==> src/hdl/glyph_blit_window_clip_macros.svh <==
// Assertion macros used by the glyph blitter top level.
`ifndef GLYPH_BLIT_WINDOW_CLIP_MACROS_SVH
`define GLYPH_BLIT_WINDOW_CLIP_MACROS_SVH

// The property must hold at every clock edge out of reset.
`define GBWC_ASSERT(lbl, ck, rn, prop) \
	lbl: assert property (@(posedge ck) disable iff (!rn) (prop)) \
		else $error("glyph blitter assertion failed");

// The expression must never be true at a clock edge out of reset.
`define GBWC_NEVER(lbl, ck, rn, expr) \
	lbl: assert property (@(posedge ck) disable iff (!rn) !(expr)) \
		else $error("glyph blitter forbidden condition seen");

`endif

==> src/hdl/gbwc_pkg.sv <==
// Types and constants shared by the glyph blitter modules.
package gbwc_pkg;

	localparam int unsigned GLYPH_WIDTH  = 8;
	localparam int unsigned GLYPH_HEIGHT = 8;
	localparam int unsigned FIRST_CODE   = 32'h20;
	localparam int unsigned LAST_CODE    = 32'h7E;
	localparam int unsigned NARROW_LINE  = 320;
	localparam int unsigned ROW_SHIFT    = 3;
	localparam int unsigned ADDR_W       = 19;
	localparam int unsigned INDEX_W      = 10;
	localparam int unsigned CFG_IDX_W    = 3;
	localparam int unsigned CFG_DATA_W   = 10;

	typedef enum logic [CFG_IDX_W-1:0] {
		CFG_WIDE_FRAME  = 3'd0,
		CFG_CLIP_LEFT   = 3'd1,
		CFG_CLIP_TOP    = 3'd2,
		CFG_CLIP_RIGHT  = 3'd3,
		CFG_CLIP_BOTTOM = 3'd4
	} cfg_reg_t;

	typedef struct packed {
		logic       wide_frame;
		logic [9:0] clip_left;
		logic [8:0] clip_top;
		logic [9:0] clip_right;
		logic [8:0] clip_bottom;
	} cfg_t;

	typedef struct packed {
		logic [9:0] pos_x;
		logic [8:0] pos_y;
		logic [7:0] char_code;
		logic [7:0] fg_color;
		logic [7:0] bg_color;
		logic       transparent;
	} draw_item_t;

	typedef struct packed {
		logic               en;
		logic [INDEX_W-1:0] index;
		logic [7:0]         data;
	} font_wr_t;

	typedef struct packed {
		logic              valid;
		logic [ADDR_W-1:0] address;
		logic [7:0]        color;
		logic              write;
		logic              last;
	} pixel_t;

endpackage

==> src/hdl/gbwc_adder.sv <==
// Shared address adder used by the sequencer for the base and every pixel step.
module gbwc_adder (
	input  logic [gbwc_pkg::ADDR_W-1:0] a,
	input  logic [gbwc_pkg::ADDR_W-1:0] b,
	output logic [gbwc_pkg::ADDR_W-1:0] sum
);
	import gbwc_pkg::*;

	assign sum = a + b;

endmodule

==> src/hdl/gbwc_seq.sv <==
// Draw sequencer: clip check, base address build and the 64 pixel steps.
module gbwc_seq (
	input  logic                         clk,
	input  logic                         arst_n,
	input  logic                         draw_go,
	input  gbwc_pkg::draw_item_t         item,
	input  gbwc_pkg::cfg_t               cfg,
	input  logic [7:0]                   row_bits,
	output logic [gbwc_pkg::INDEX_W-1:0] rd_index,
	output logic                         busy,
	output gbwc_pkg::pixel_t             pixel
);
	import gbwc_pkg::*;

	typedef enum logic [2:0] {
		ST_IDLE,
		ST_CHECK,
		ST_BASE_Y,
		ST_BASE_X,
		ST_PIXEL
	} state_t;

	state_t            state_q;
	draw_item_t        item_q;
	logic [ADDR_W-1:0] acc_q;
	logic [5:0]        cnt_q;
	logic [6:0]        glyph;
	logic [2:0]        row;
	logic [2:0]        col;
	logic              reject;
	logic              bit_set;
	logic [ADDR_W-1:0] add_a;
	logic [ADDR_W-1:0] add_b;
	logic [ADDR_W-1:0] add_sum;
	logic [ADDR_W-1:0] row_step;

	assign glyph = 7'(item_q.char_code - 8'(FIRST_CODE));
	assign row   = cnt_q[5:3];
	assign col   = cnt_q[2:0];
	assign busy  = (state_q != ST_IDLE);
	assign bit_set = row_bits[col];

	assign reject = (item_q.char_code < 8'(FIRST_CODE)) ||
		(item_q.char_code > 8'(LAST_CODE)) ||
		(item_q.pos_x < cfg.clip_left) ||
		(item_q.pos_y < cfg.clip_top) ||
		(({1'b0, item_q.pos_x} + 11'(GLYPH_WIDTH)) > {1'b0, cfg.clip_right}) ||
		(({1'b0, item_q.pos_y} + 10'(GLYPH_HEIGHT)) > {1'b0, cfg.clip_bottom});

	// Moving from the last column of a row to the first column of the next.
	assign row_step = cfg.wide_frame ? ADDR_W'(2 * NARROW_LINE - GLYPH_WIDTH + 1)
		: ADDR_W'(NARROW_LINE - GLYPH_WIDTH + 1);

	// The next row is fetched during the last column so its bits are ready in time.
	always_comb begin
		rd_index = {glyph, 3'd0};
		if (state_q == ST_PIXEL) begin
			rd_index = (col == 3'd7) ? {glyph, 3'(row + 3'd1)} : {glyph, row};
		end
	end

	always_comb begin
		add_a = acc_q;
		add_b = '0;
		case (state_q)
			ST_BASE_Y: begin
				// 320 = 256 + 64, and 640 is twice that.
				add_a = cfg.wide_frame ? (ADDR_W'(item_q.pos_y) << 9)
					: (ADDR_W'(item_q.pos_y) << 8);
				add_b = cfg.wide_frame ? (ADDR_W'(item_q.pos_y) << 7)
					: (ADDR_W'(item_q.pos_y) << 6);
			end
			ST_BASE_X: begin
				add_b = ADDR_W'(item_q.pos_x);
			end
			ST_PIXEL: begin
				add_b = (col == 3'd7) ? row_step : ADDR_W'(1);
			end
			default: begin
				add_b = '0;
			end
		endcase
	end

	gbwc_adder u_adder (
		.a   (add_a),
		.b   (add_b),
		.sum (add_sum)
	);

	always_ff @(posedge clk or negedge arst_n) begin
		if (!arst_n) begin
			state_q <= ST_IDLE;
			cnt_q   <= '0;
			pixel   <= '0;
		end else begin
			pixel.valid <= 1'b0;
			pixel.last  <= 1'b0;
			case (state_q)
				ST_IDLE: begin
					if (draw_go) begin
						state_q <= ST_CHECK;
					end
				end
				ST_CHECK: begin
					state_q <= reject ? ST_IDLE : ST_BASE_Y;
				end
				ST_BASE_Y: begin
					state_q <= ST_BASE_X;
				end
				ST_BASE_X: begin
					cnt_q   <= '0;
					state_q <= ST_PIXEL;
				end
				ST_PIXEL: begin
					pixel.valid   <= 1'b1;
					pixel.last    <= (cnt_q == 6'd63);
					pixel.address <= acc_q;
					pixel.write   <= bit_set || !item_q.transparent;
					pixel.color   <= bit_set ? item_q.fg_color
						: (item_q.transparent ? 8'd0 : item_q.bg_color);
					cnt_q         <= cnt_q + 6'd1;
					if (cnt_q == 6'd63) begin
						state_q <= ST_IDLE;
					end
				end
				default: begin
					state_q <= ST_IDLE;
				end
			endcase
		end
	end

	// Item capture and the accumulator carry no reset.
	always_ff @(posedge clk) begin
		if (draw_go && (state_q == ST_IDLE)) begin
			item_q <= item;
		end
		if ((state_q == ST_BASE_Y) || (state_q == ST_BASE_X) || (state_q == ST_PIXEL)) begin
			acc_q <= add_sum;
		end
	end

endmodule
==> config.mk <==
export PLATFORM = sky130hd
export DESIGN_NAME = gbwc_seq
export DESIGN_NICKNAME = d
export VERILOG_FILES = /design/src/hdl/glyph_blit_window_clip_macros.svh /design/src/hdl/gbwc_pkg.sv /design/src/hdl/gbwc_adder.sv /design/src/hdl/gbwc_seq.sv
export SDC_FILE = /design/constraint.sdc
export NUM_CORES = 1
export LEC_CHECK = 0
export ABC_AREA = 1
export ABC_CLOCK_PERIOD_IN_PS = 3500
export BUFFER_PORTS_ARGS = -buffer_cell sky130_fd_sc_hd__buf_2
export CORE_MARGIN = 1
export CORE_UTILIZATION = 50
export DETAILED_ROUTE_END_ITERATION = 12
export PLACE_DENSITY_LB_ADDON = 0.08
export SKIP_LAST_GASP = 1
export SLEW_MARGIN = 20
export SYNTH_ARGS = -nofsm -noshare
export SYNTH_HDL_FRONTEND = slang
export SYNTH_HIERARCHICAL = 1
export SYNTH_SLANG_ARGS = --single-unit
==> constraint.sdc <==
create_clock -name clk -period 3.5 [get_ports clk]
set_clock_uncertainty 0.1 [all_clocks]
set_input_delay 0.35 -clock clk [delete_from_list [all_inputs] [get_ports clk]]
set_output_delay 0.35 -clock clk [all_outputs]
set_load 0.05 [all_outputs]
==> results of run 1 <==
==> per-layer routing <==
| metal | global-route usage, % | vias up | wire length, microns |
|---|---|---|---|
| li1 | - | 2752 | - |
| met1 | 31.22 | 2340 | 6765 |
| met2 | 34.25 | 161 | 5943 |
| met3 | 5.073 | 12 | 894 |
| met4 | 5.470 | 0 | 139 |
| met5 | 0 | - | 0 |
==> worst max-delay path, cell delays in order (launching register included) <==
cell,delay (ps)
dfrtp_1,420
inv_1,80
nand3_1,270
o21ai_0,280
ha_1,260
inv_1,70
fa_1,400
inv_1,130
nand3_1,80
nand3_1,110
nand2_1,60
nand2_1,120
nand2_1,90
nand3_1,80
nand2_1,50
==> cell usage in the layout (no fill, tap or decap), types with 2 or more instances in the layout <==
cell type	count
and2_1	2
o22ai_1	7
xor2_1	13
o21bai_1	7
conb_1	3
a21oi_1	30
ha_1	60
nor2_2	4
nand3b_1	2
o211ai_1	4
nand2_1	188
inv_1	139
a21oi_2	2
o21ai_0	44
edfxtp_1	63
clkbuf_16	9
nand3_2	2
inv_2	5
nor2_1	60
o211ai_2	8
buf_4	3
a22oi_1	4
nor2_4	3
nand2_2	9
nand3_1	25
nand4_1	4
clkinv_2	2
o21ai_1	4
buf_2	134
nor3_1	7
clkbuf_1	2
xnor2_1	6
dfrtp_1	39
==> metrics by stage <==
stage	utilization (%)	hold slack (ps)
floorplan	-	-45.59
global placement	57.72	359.9
detailed placement	57.72	366.2
CTS	59.85	30.51
global route	59.85	54.33
finish	59.85	6.474
==> where the power goes <==
group          switching (mW)  internal, mW  total (mW)
clock                   0.434         0.484       0.918
combinational           0.819         0.354        1.17
sequential             0.0563          1.47        1.52
==> flip-flops by register name, summed over array words and instances, names as in the netlist <==
name and count:
acc_q 19, cnt_q 6, item_q 44, pixel 30
state_q 3
==> kinds of logic (layout without fill, tap and decap cells) <==
group                      Yosys count  after routing  synth area share, %
and+or+nand+nor                    309            309                20.07
xor gates and xnor gates            19             19                2.574
DFF                                102            102                44.36
buffers and inverters              160            298                10.02
other                                1              3              0.05801
adders and majority gates           61             61                11.92
AOI/OAI and AO/OA                  116            116                10.99
==> final cells by class <==
class | instances | area share, %
clock buffers | 11 | 3.082
inverters | 145 | 7.207
flip-flops and latches | 102 | 37.97
well taps | 172 | 2.850
multi-input cells | 508 | 39.25
repair buffers | 137 | 9.178
clock inverters | 5 | 0.4639
==> worst max path at each step <==
stage                     slack (ps)   endpoint  depth (start not counted)
final                            650  acc_q[12]                         14
after floorplan                  120  item_q[0]                          3
after CTS                        630  acc_q[12]                         14
after global placement           720  acc_q[18]                         15
after global routing             360  acc_q[17]                         17
after detailed placement         640  acc_q[12]                         14
==> run metrics, run 1 <==
TritonCTS buffer count 9; commonest cells in the netlist 188 x nand2_1, 139 x inv_1, 63 x edfxtp_1, 61 x nor2_1, 60 x ha_1; Main synth FF type edfxtp_1; Setup TNS 0 ps; CP Launch Type register; DR iter-0 viols 230; core area around 0.013 sq mm; first drt pass iteration count 5; Final WS setup 650.8 ps; die extent in y roughly 120 microns; final wirelength 13740 microns; Seq/Total Area, Yosys between 40% and 50%; synthesized area about 0.0065 sq mm; final cell count without fillers between 1000 and 1500; worst-margin pin slew between 900 and 1000 ps; Via Count 5265; Max Clk Rate 0.3510 GHz; clock slew at reported path FFs about 70 ps; CTS resizes 0; antenna cells 0; clock latency on the worst-skew pair between 300 and 400 ps; Post-CTS Setup Bufs 0; share of the synthesized area in the top cell type between 20% and 30%; number of distinct library cells after synthesis 44; Final #Nets between 1000 and 1500; root buffer cell clkbuf_16; Area Growth Syn to Fin 16.82%; hold_buf cts 0; multi-input logic area a little under 0.003 sq mm; input/output buffers 134; Max-Cap Viols 0; H-tree levels 3; DR WL/cell 12.72 microns; # setup viols final 0; status finished, final reports clean; All-Layer GR Usage about 22%; Reg2Reg Depth 14; FILL cells approximately 1200; FFs w/ async S/R, synth between 30% and 40%; Yosys top cell by area edfxtp_1; GPL Wtd Cong 0.9081; most common cell in the netlist nand2_1; initial core utilization slightly above 50%; global route total overflow 0; Final ANT Viol Nets 0; Die Width 115.7 microns; cell total after placement between 1000 and 1500; RR Endpoint acc_q[12]; worst hold path type input port to async pin; critical path arrival roughly 2900 ps; post-route cell area 0.007552 sq mm; Max-slew headroom between 30% and 40%; I/O pin cnt around 140; flop-to-flop setup slack between 600 and 700 ps; Reg area about 0.0029 sq mm; Req. time, crit path around 3500 ps; Mapped Cells around 770; crit-path max FO 11; YS warnings 6; max-slew violation count 0; VDD IR max 0.2475 mV; syn avg cell area 8.418 sq um; Post-synth EDFFs 63; Die ar. between 0.01 and 0.015 sq mm; Post-route DRC 0; CTS tree done; Pleak around 3.9 nW; initial antenna violation count 0; Crit Path Class register to register; Crit. Startpoint state_q[2]; Clock Sinks 102; PD cells approximately 480 mW/mm^2; FF-to-FF Start state_q[2]; final period utilization 81.40%; #FFs+latches synth between 100 and 150; Tot Pwr between 3 and 4 mW; global-route wire length before repair 22700 microns; Crit. End Element register; RSZ-0062 raised after global routing false; Fin. Hold Viols 0; # rows 41; synth top area cells edfxtp_1 29%, dfrtp_1 15%, ha_1 12%, nand2_1 11%, inv_1 8.1%; Placement Cell Area between 0.007 and 0.008 sq mm; pin count of the biggest net entering global routing 54; Vias per Instance about 4.9; HPWL Detailed about 11000 microns; share of layout cells above drive strength 1 slightly above 20%; DP Worst Slack ~640 ps; CTS max path bufs 2; vias in the first global route approximately 5000; fin crit period between 2000 and 3000 ps
(Power assumes the default switching activity.)
==> run 2, diff against run 1 <==
--- a/config.mk
+++ b/config.mk
@@ -5,8 +5,8 @@
 export SDC_FILE = /design/constraint.sdc
 export NUM_CORES = 1
 export LEC_CHECK = 0
-export ABC_AREA = 1
-export ABC_CLOCK_PERIOD_IN_PS = 3500
+export ABC_AREA = 0
+export ABC_CLOCK_PERIOD_IN_PS = 2300
 export BUFFER_PORTS_ARGS = -buffer_cell sky130_fd_sc_hd__buf_2
 export CORE_MARGIN = 1
 export CORE_UTILIZATION = 50
==> constraint.sdc (replaced) <==
create_clock -name clk -period 2.3 [get_ports clk]
set_clock_uncertainty 0.1 [all_clocks]
set_input_delay 0.23 -clock clk [delete_from_list [all_inputs] [get_ports clk]]
set_output_delay 0.23 -clock clk [all_outputs]
set_load 0.05 [all_outputs]
==> run metrics, run 2 <==
share of layout cells above drive strength 1 36.75% (+16 points); Final ANT Viol Nets 0 (unchanged); most common cell after layout, fill and taps aside buf_2; Die Width 112.1 microns (-3.1%); clock slew at reported path FFs 80 ps (about the same); RSZ-0062 raised after global routing true; post-route cell area 0.008807 sq mm (+17%); Max Clk Rate 0.3548 GHz (+1.1%); most common cell in the netlist nand2_1; number of distinct library cells after synthesis 55 (+25%); pin count of the biggest net entering global routing 45 (-17%); Pleak 4.257 nW (+8.7%); Hold EP state_q[0]; DR WL/cell 16.24 microns (+28%); syn avg cell area 10.12 sq um (+20%); Yosys top cell by area edfxtp_1; TritonCTS buffer count 9 (unchanged); FFs w/ async S/R, synth 38.24% (unchanged); Mapped Cells 599 (-22%); FF-to-FF Start state_q[1]; Max stage delay cell, worst path dfrtp_2; DR iter-0 viols 277 (+20%); status complete, but fails checks; H-tree levels 3 (unchanged); critical path arrival 2840 ps (about the same); Hold Path Stages 3; Max-Cap Viols 0 (unchanged); input/output buffers 134 (unchanged); synthesized area 0.006061 sq mm (-6.3%); Post-route DRC 5 (+5); CP Cell Sequence nor2b_4, and2_2, a32oi_1, o21ai_0, ha_1, a21oi_1, o21ai_1, nor2b_2, a211oi_2, buf_4, a21oi_4, xor2_1; largest reg by FF count item_q; Via Count 5404 (+2.6%); Placement Cell Area 0.007745 sq mm (+6.3%); Max-slew headroom 59.26% (+22 points); Final #Nets 1037 (-2.0%); die extent in y 112.1 microns (-3.1%); fin crit period 2818 ps (-30.87 ps); Clock Sinks 102 (unchanged); Reg2Reg Depth 12 (-2); worst-margin pin slew 611.1 ps (-322.2 ps); # rows 39 (-4.9%); Crit Path Class register to register; global-route wire length before repair 27010 microns (+19%); largest stage delay on the critical path 450 ps (+30 ps); share of the synthesized area in the top cell type 31.21% (+2.0 points); core area 0.01161 sq mm (-8.0%); VDD IR max 0.7742 mV (+210%); Seq/Total Area, Yosys 47.32% (+3.0 points); max-slew violation count 0 (unchanged); # setup viols final 15 (+15); Final Core Density 75.83% (+16 points); RR Endpoint acc_q[15]; Area Growth Syn to Fin 45.31%; Req. time, crit path 2320 ps (-1180 ps); PD cells 768.5 mW/mm^2 (+61%); HPWL Detailed 11940 microns (+5.6%); final period utilization 122.5% (+41 points); Top Registers item_q (44), pixel (30), acc_q (19); Tot Pwr 6.768 mW (+87%); CTS max path bufs 2 (unchanged); max reg flops 44 (unchanged); I/O pin cnt 135 (unchanged); global route total overflow 0 (unchanged); most frequent cells in the layout 134 x buf_2, 107 x buf_4, 86 x nand2_1, 63 x edfxtp_1, 50 x inv_1; commonest cells in the netlist 88 x nand2_1, 63 x edfxtp_1, 60 x ha_1, 51 x inv_1, 45 x nor2_1; root buffer cell clkbuf_16; Final WS setup -518.3 ps (-1169 ps); Post-synth EDFFs 63 (unchanged); CTS tree done; flop-to-flop setup slack -520 ps (-1170 ps); Main synth FF type edfxtp_1; clock latency on the worst-skew pair 360 ps (about the same); Fin. Hold Viols 0 (unchanged); Vias per Instance 5.242 (+7.5%); GPL Wtd Cong 0.8427 (-7.2%); initial antenna violation count 1 (+1); Largest delay share family, worst path compound AO/OA/AOI/OAI gates; Die ar. 0.01257 sq mm (-6.1%); #FFs+latches synth 102 (unchanged); first drt pass iteration count 8 (+3); CP Buf/Inv Count 1 (-2); worst hold path type input port to register; vias in the first global route 5631 (+13%); initial core utilization 52.19% (+0.96 points); All-Layer GR Usage 27.76% (+5.7 points); FILL cells 806 (-31%); min-delay src draw_go; synth top area cells edfxtp_1 31%, dfrtp_1 16%, ha_1 12%, nand2_1 5.5%, inv_1 3.2%; crit-path max FO 5 (-6); failing checks DRC, setup timing; YS warnings 6 (unchanged); Min Hold Slack 37.49 ps (+31.02 ps); final wirelength 16750 microns (+22%); CP Launch Type register; Crit. End Element register
## run 2: changes by cell type in the layout (fill, tap and decap cells not counted), sizes merged, moves of 9 or more
cell,before,now
nand2,197,88
buf,137,244
inv,145,56
dlygate4sd3,0,45
o21ai,49,21
nor2,67,45
a21o,1,19
nand2b,0,16
nand3,27,12
xnor2,6,18
a31oi,1,12
and2,2,11
mux2i,0,9
## run 2: per-layer routing
layer / global-route usage (%) / share of wire [%] / wire length (microns) / up-vias
met5: 0 / 0 / 0 / -
met2: 50.52 / 52 / 8698 / 138
met4: 10.76 / 2.1 / 357 / 0
li1: - / - / - / 2676
met3: 3.888 / 4.0 / 667 / 27
met1: 33.19 / 42 / 7021 / 2563
## run 2: logic make-up (layout without fill, tap and decap cells)
kind of cell	after synthesis	count (layout)	synth area share (%)
other	1	4	0.06187
AND/OR/NAND/NOR	209	210	16.06
multiplexers	11	11	2.436
AO/OA/AOI/OAI	115	115	12.45
adder cells (fa/ha/maj)	61	61	12.72
buffers and inverters	72	357	4.913
flip-flops	102	102	47.32
XOR/XNOR	28	28	4.046
## run 2: layout make-up
type / count / area (sq um) / share of cell area, %
diodes: 1 / 2.502 / 0.02841
clock buffers: 9 / 225.2 / 2.557
clock inverters: 7 / 86.33 / 0.9803
inverters: 52 / 195.2 / 2.216
multi-input cells: 428 / 3282 / 37.26
flip-flops and latches: 102 / 2870 / 32.59
well taps: 143 / 178.9 / 2.032
repair buffers: 289 / 1967 / 22.33
## run 2: worst register-to-register path, cell delays in order, from the launching register on
cell	delay (ps)
dfrtp_2	450
nor2b_4	170
and2_2	230
a32oi_1	160
o21ai_0	140
ha_1	360
a21oi_1	160
o21ai_1	90
nor2b_2	160
a211oi_2	170
buf_4	190
a21oi_4	60
xor2_1	140
## run 2: what timing repair did
item | CTS | global route
pin swaps | 10 | 6
resized for setup | 14 | 24
cloned | 0 | 1
buffers inserted | 12 | 5
setup endpoints to repair | 15 | 15
endpoints found under the hold margin | 68 | 0
hold buffers | 45 | 0
## run 2: report_power, final
| part | switching (mW) | internal [mW] |
|---|---|---|
| combinational | 1.72 | 0.919 |
| sequential | 0.195 | 2.34 |
| clock | 0.808 | 0.783 |
| total | 2.73 | 4.04 |
## run 2: per-stage QoR
step                      setup slack, ps  instances  setup TNS, ps
after global routing               -637.1       1031          -7680
after detailed placement           -673.0        952          -5840
after floorplan                    -523.9        601          -3508
after global placement             -518.4        952          -4720
after CTS                          -463.6       1024          -5003
final                              -518.3       1031          -5968
## run 2: how the worst max path moves through the flow
stage | from | end | depth (start not counted)
6_report | state_q[1] | acc_q[15] | 12
5_1_grt | state_q[1] | acc_q[18] | 11
4_1_cts | cnt_q[0] | acc_q[18] | 12
3_5_place_dp | cnt_q[1] | acc_q[18] | 12
3_3_place_gp | cnt_q[1] | acc_q[18] | 12
2_1_floorplan | cnt_q[0] | acc_q[18] | 12
==> run 3, diff against run 2 <==
--- a/config.mk
+++ b/config.mk
@@ -12,6 +12,7 @@
 export CORE_UTILIZATION = 50
 export DETAILED_ROUTE_END_ITERATION = 12
 export PLACE_DENSITY_LB_ADDON = 0.08
+export SETUP_SLACK_MARGIN = 0.2
 export SKIP_LAST_GASP = 1
 export SLEW_MARGIN = 20
 export SYNTH_ARGS = -nofsm -noshare
==> run metrics, run 3 (same netlist as run 2, synthesis figures left out) <==
status complete, but fails checks; failing checks DRC, setup timing; Max Used Layer met4; Die Width 112.1 microns (unchanged); most common cell after layout, fill and taps aside buf_2; Max stage delay cell, worst path dfrtp_1; CTS max path bufs 2 (unchanged); met1 wire length 6739 microns (-4.0%); flop-to-flop setup slack -530 ps (about the same); root buffer cell clkbuf_16; Area Growth Syn to Fin 47.96%; total stage count of the critical path 14 (+2); Final WS setup -531.1 ps (-12.83 ps); largest reg by FF count item_q; All-Layer GR Usage 27.97% (+0.21 points); Final #Nets 1036 (-0.096%); crit-path max FO 6 (+1); Min Hold Slack 31.71 ps (-5.783 ps); CP Cell Sequence nor2b_4, buf_6, nand2_4, o21ai_4, ha_4, inv_2, fa_2, nand2b_4, a21oi_4, o2111ai_4, buf_4, nand2_2, a21boi_2, xnor2_1; Top Registers item_q (44), pixel (30), acc_q (19); Hold EP state_q[0]; DP Worst Slack -614.4 ps (+58.58 ps); min-delay src draw_go; RSZ-0062 raised after global routing true; Crit. End Element register; HPWL Detailed 11730 microns (-1.8%); Vias per Instance 5.345 (+2.0%); global-route wire length before repair 27230 microns (+0.82%); DR iter-0 viols 237 (-14%); clock slew at reported path FFs 80 ps (about the same); cell total after placement 942 (-1.1%); Max Clk Rate 0.3532 GHz (-0.45%); clock latency on the worst-skew pair 360 ps (about the same); Clock Sinks 102 (unchanged); Max-slew headroom 40.64% (-19 points); share of layout cells above drive strength 1 38.37% (+1.6 points); Max-Cap Viols 0 (unchanged); Via Count 5500 (+1.8%); Largest delay share family, worst path simple AND/OR/NAND/NOR gates; PD cells 770.5 mW/mm^2 (+0.26%); Post-route DRC 1 (-4); fin crit period 2831 ps (+12.83 ps); pin count of the biggest net entering global routing 42 (-6.7%); I/O pin cnt 135 (unchanged); critical path arrival 2850 ps (about the same); Final ANT Viol Nets 0 (unchanged); initial antenna violation count 0 (-1); final wirelength 16700 microns (-0.25%); worst-margin pin slew 890.4 ps (+279.3 ps); first drt pass iteration count 9 (+1); # setup viols final 16 (+1); Req. time, crit path 2320 ps (about the same); max reg flops 44 (unchanged); core area 0.01161 sq mm (unchanged); input/output buffers 134 (unchanged); Placement Cell Area 0.007691 sq mm (-0.69%); global route total overflow 0 (unchanged); post-route cell area 0.008967 sq mm (+1.8%); CP Buf/Inv Count 3 (+2); max-slew violation count 0 (unchanged); FILL cells 749 (-7.1%); GPL Wtd Cong 0.9524 (+13%); met2 wire len 8618 microns (-0.92%); Die ar. 0.01257 sq mm (unchanged); final period utilization 123.1% (+0.56 points); Fin. Hold Viols 0 (unchanged); # rows 39 (unchanged); Reg2Reg Depth 14 (+2); antenna cells 0 (-1); FF-to-FF Start state_q[1]; die extent in y 112.1 microns (unchanged); H-tree levels 3 (unchanged); most frequent cells in the layout 131 x buf_2, 93 x buf_4, 83 x nand2_1, 63 x edfxtp_1, 49 x inv_1; CP Launch Type register; largest stage delay on the critical path 420 ps (-30 ps); Crit Path Class register to register; initial core utilization 52.19% (unchanged); Met3 Wirelength 862 microns (+29%); VDD IR max 0.6685 mV (-14%); Pleak 4.319 nW (+1.4%); DR WL/cell 16.23 microns (about the same); CTS tree done; vias in the first global route 5782 (+2.7%); final cell count without fillers 1029 (-0.19%); RR Endpoint acc_q[12]; TritonCTS buffer count 9 (unchanged); Tot Pwr 6.909 mW (+2.1%); Hold Path Stages 3 (unchanged); worst hold path type input port to register
-- run 3: what timing repair did --
item | in CTS | in global routing
resized for setup | 31 | 41
pin swaps | 16 | 11
setup buffers | 16 | 8
hold buffers | 45 | 0
setup endpoints to repair | 17 | 24
cloned | 2 | 0
hold endpoints to repair | 83 | 0
-- run 3: per-stage QoR --
stage	TNS, ps	utilization (%)
6_report	-6499	77.21
3_5_place_dp	-6089	66.23
4_1_cts	-5543	75.24
3_3_place_gp	-4799	66.23
2_1_floorplan	-3509	-
5_1_grt	-8068	77.21
-- run 3: report_power, final --
part	total (mW)	leakage, nW	switching, mW	internal (mW)
Combinational	2.69	3.08	1.75	0.941
Sequential	2.54	1.08	0.202	2.34
Clock	1.68	0.161	0.788	0.889
Total	6.91	4.32	2.74	4.17
-- run 3: final cells by class --
cell class	instances	area (sq um)	area share [%]
clock buffers	9	225.2	2.512
clock inverters	7	100.1	1.116
inverters	52	195.2	2.177
multi-input cells	429	3368	37.56
flip-flops and latches	102	2870	32.01
well taps	143	178.9	1.995
repair buffers	287	2029	22.63
-- run 3: layer usage --
| layer | up-vias | track usage (%) |
|---|---|---|
| met2 | 196 | 50.60 |
| li1 | 2669 | - |
| met4 | 0 | 12.71 |
| met5 | - | 0 |
| met3 | 36 | 4.212 |
| met1 | 2599 | 32.77 |
-- run 3: worst register-to-register path, delay by kind of cell (launching register included) --
kind	cells	cell delay [ps]
buffers and inverters	3	350
adder cells (fa/ha/maj)	2	480
AO/OA/AOI/OAI	4	510
XOR/XNOR	1	130
AND/OR/NAND/NOR	4	600
flip-flops	1	420
-- run 3: how the worst max path moves through the flow --
| stage | startpoint | to | slack (ps) |
|---|---|---|---|
| after global routing | state_q[1] | acc_q[16] | -630 |
| after global placement | cnt_q[1] | acc_q[18] | -560 |
| after CTS | state_q[1] | acc_q[15] | -450 |
| after floorplan | cnt_q[0] | acc_q[18] | -520 |
| after detailed placement | state_q[1] | acc_q[11] | -610 |
| final | state_q[1] | acc_q[12] | -530 |
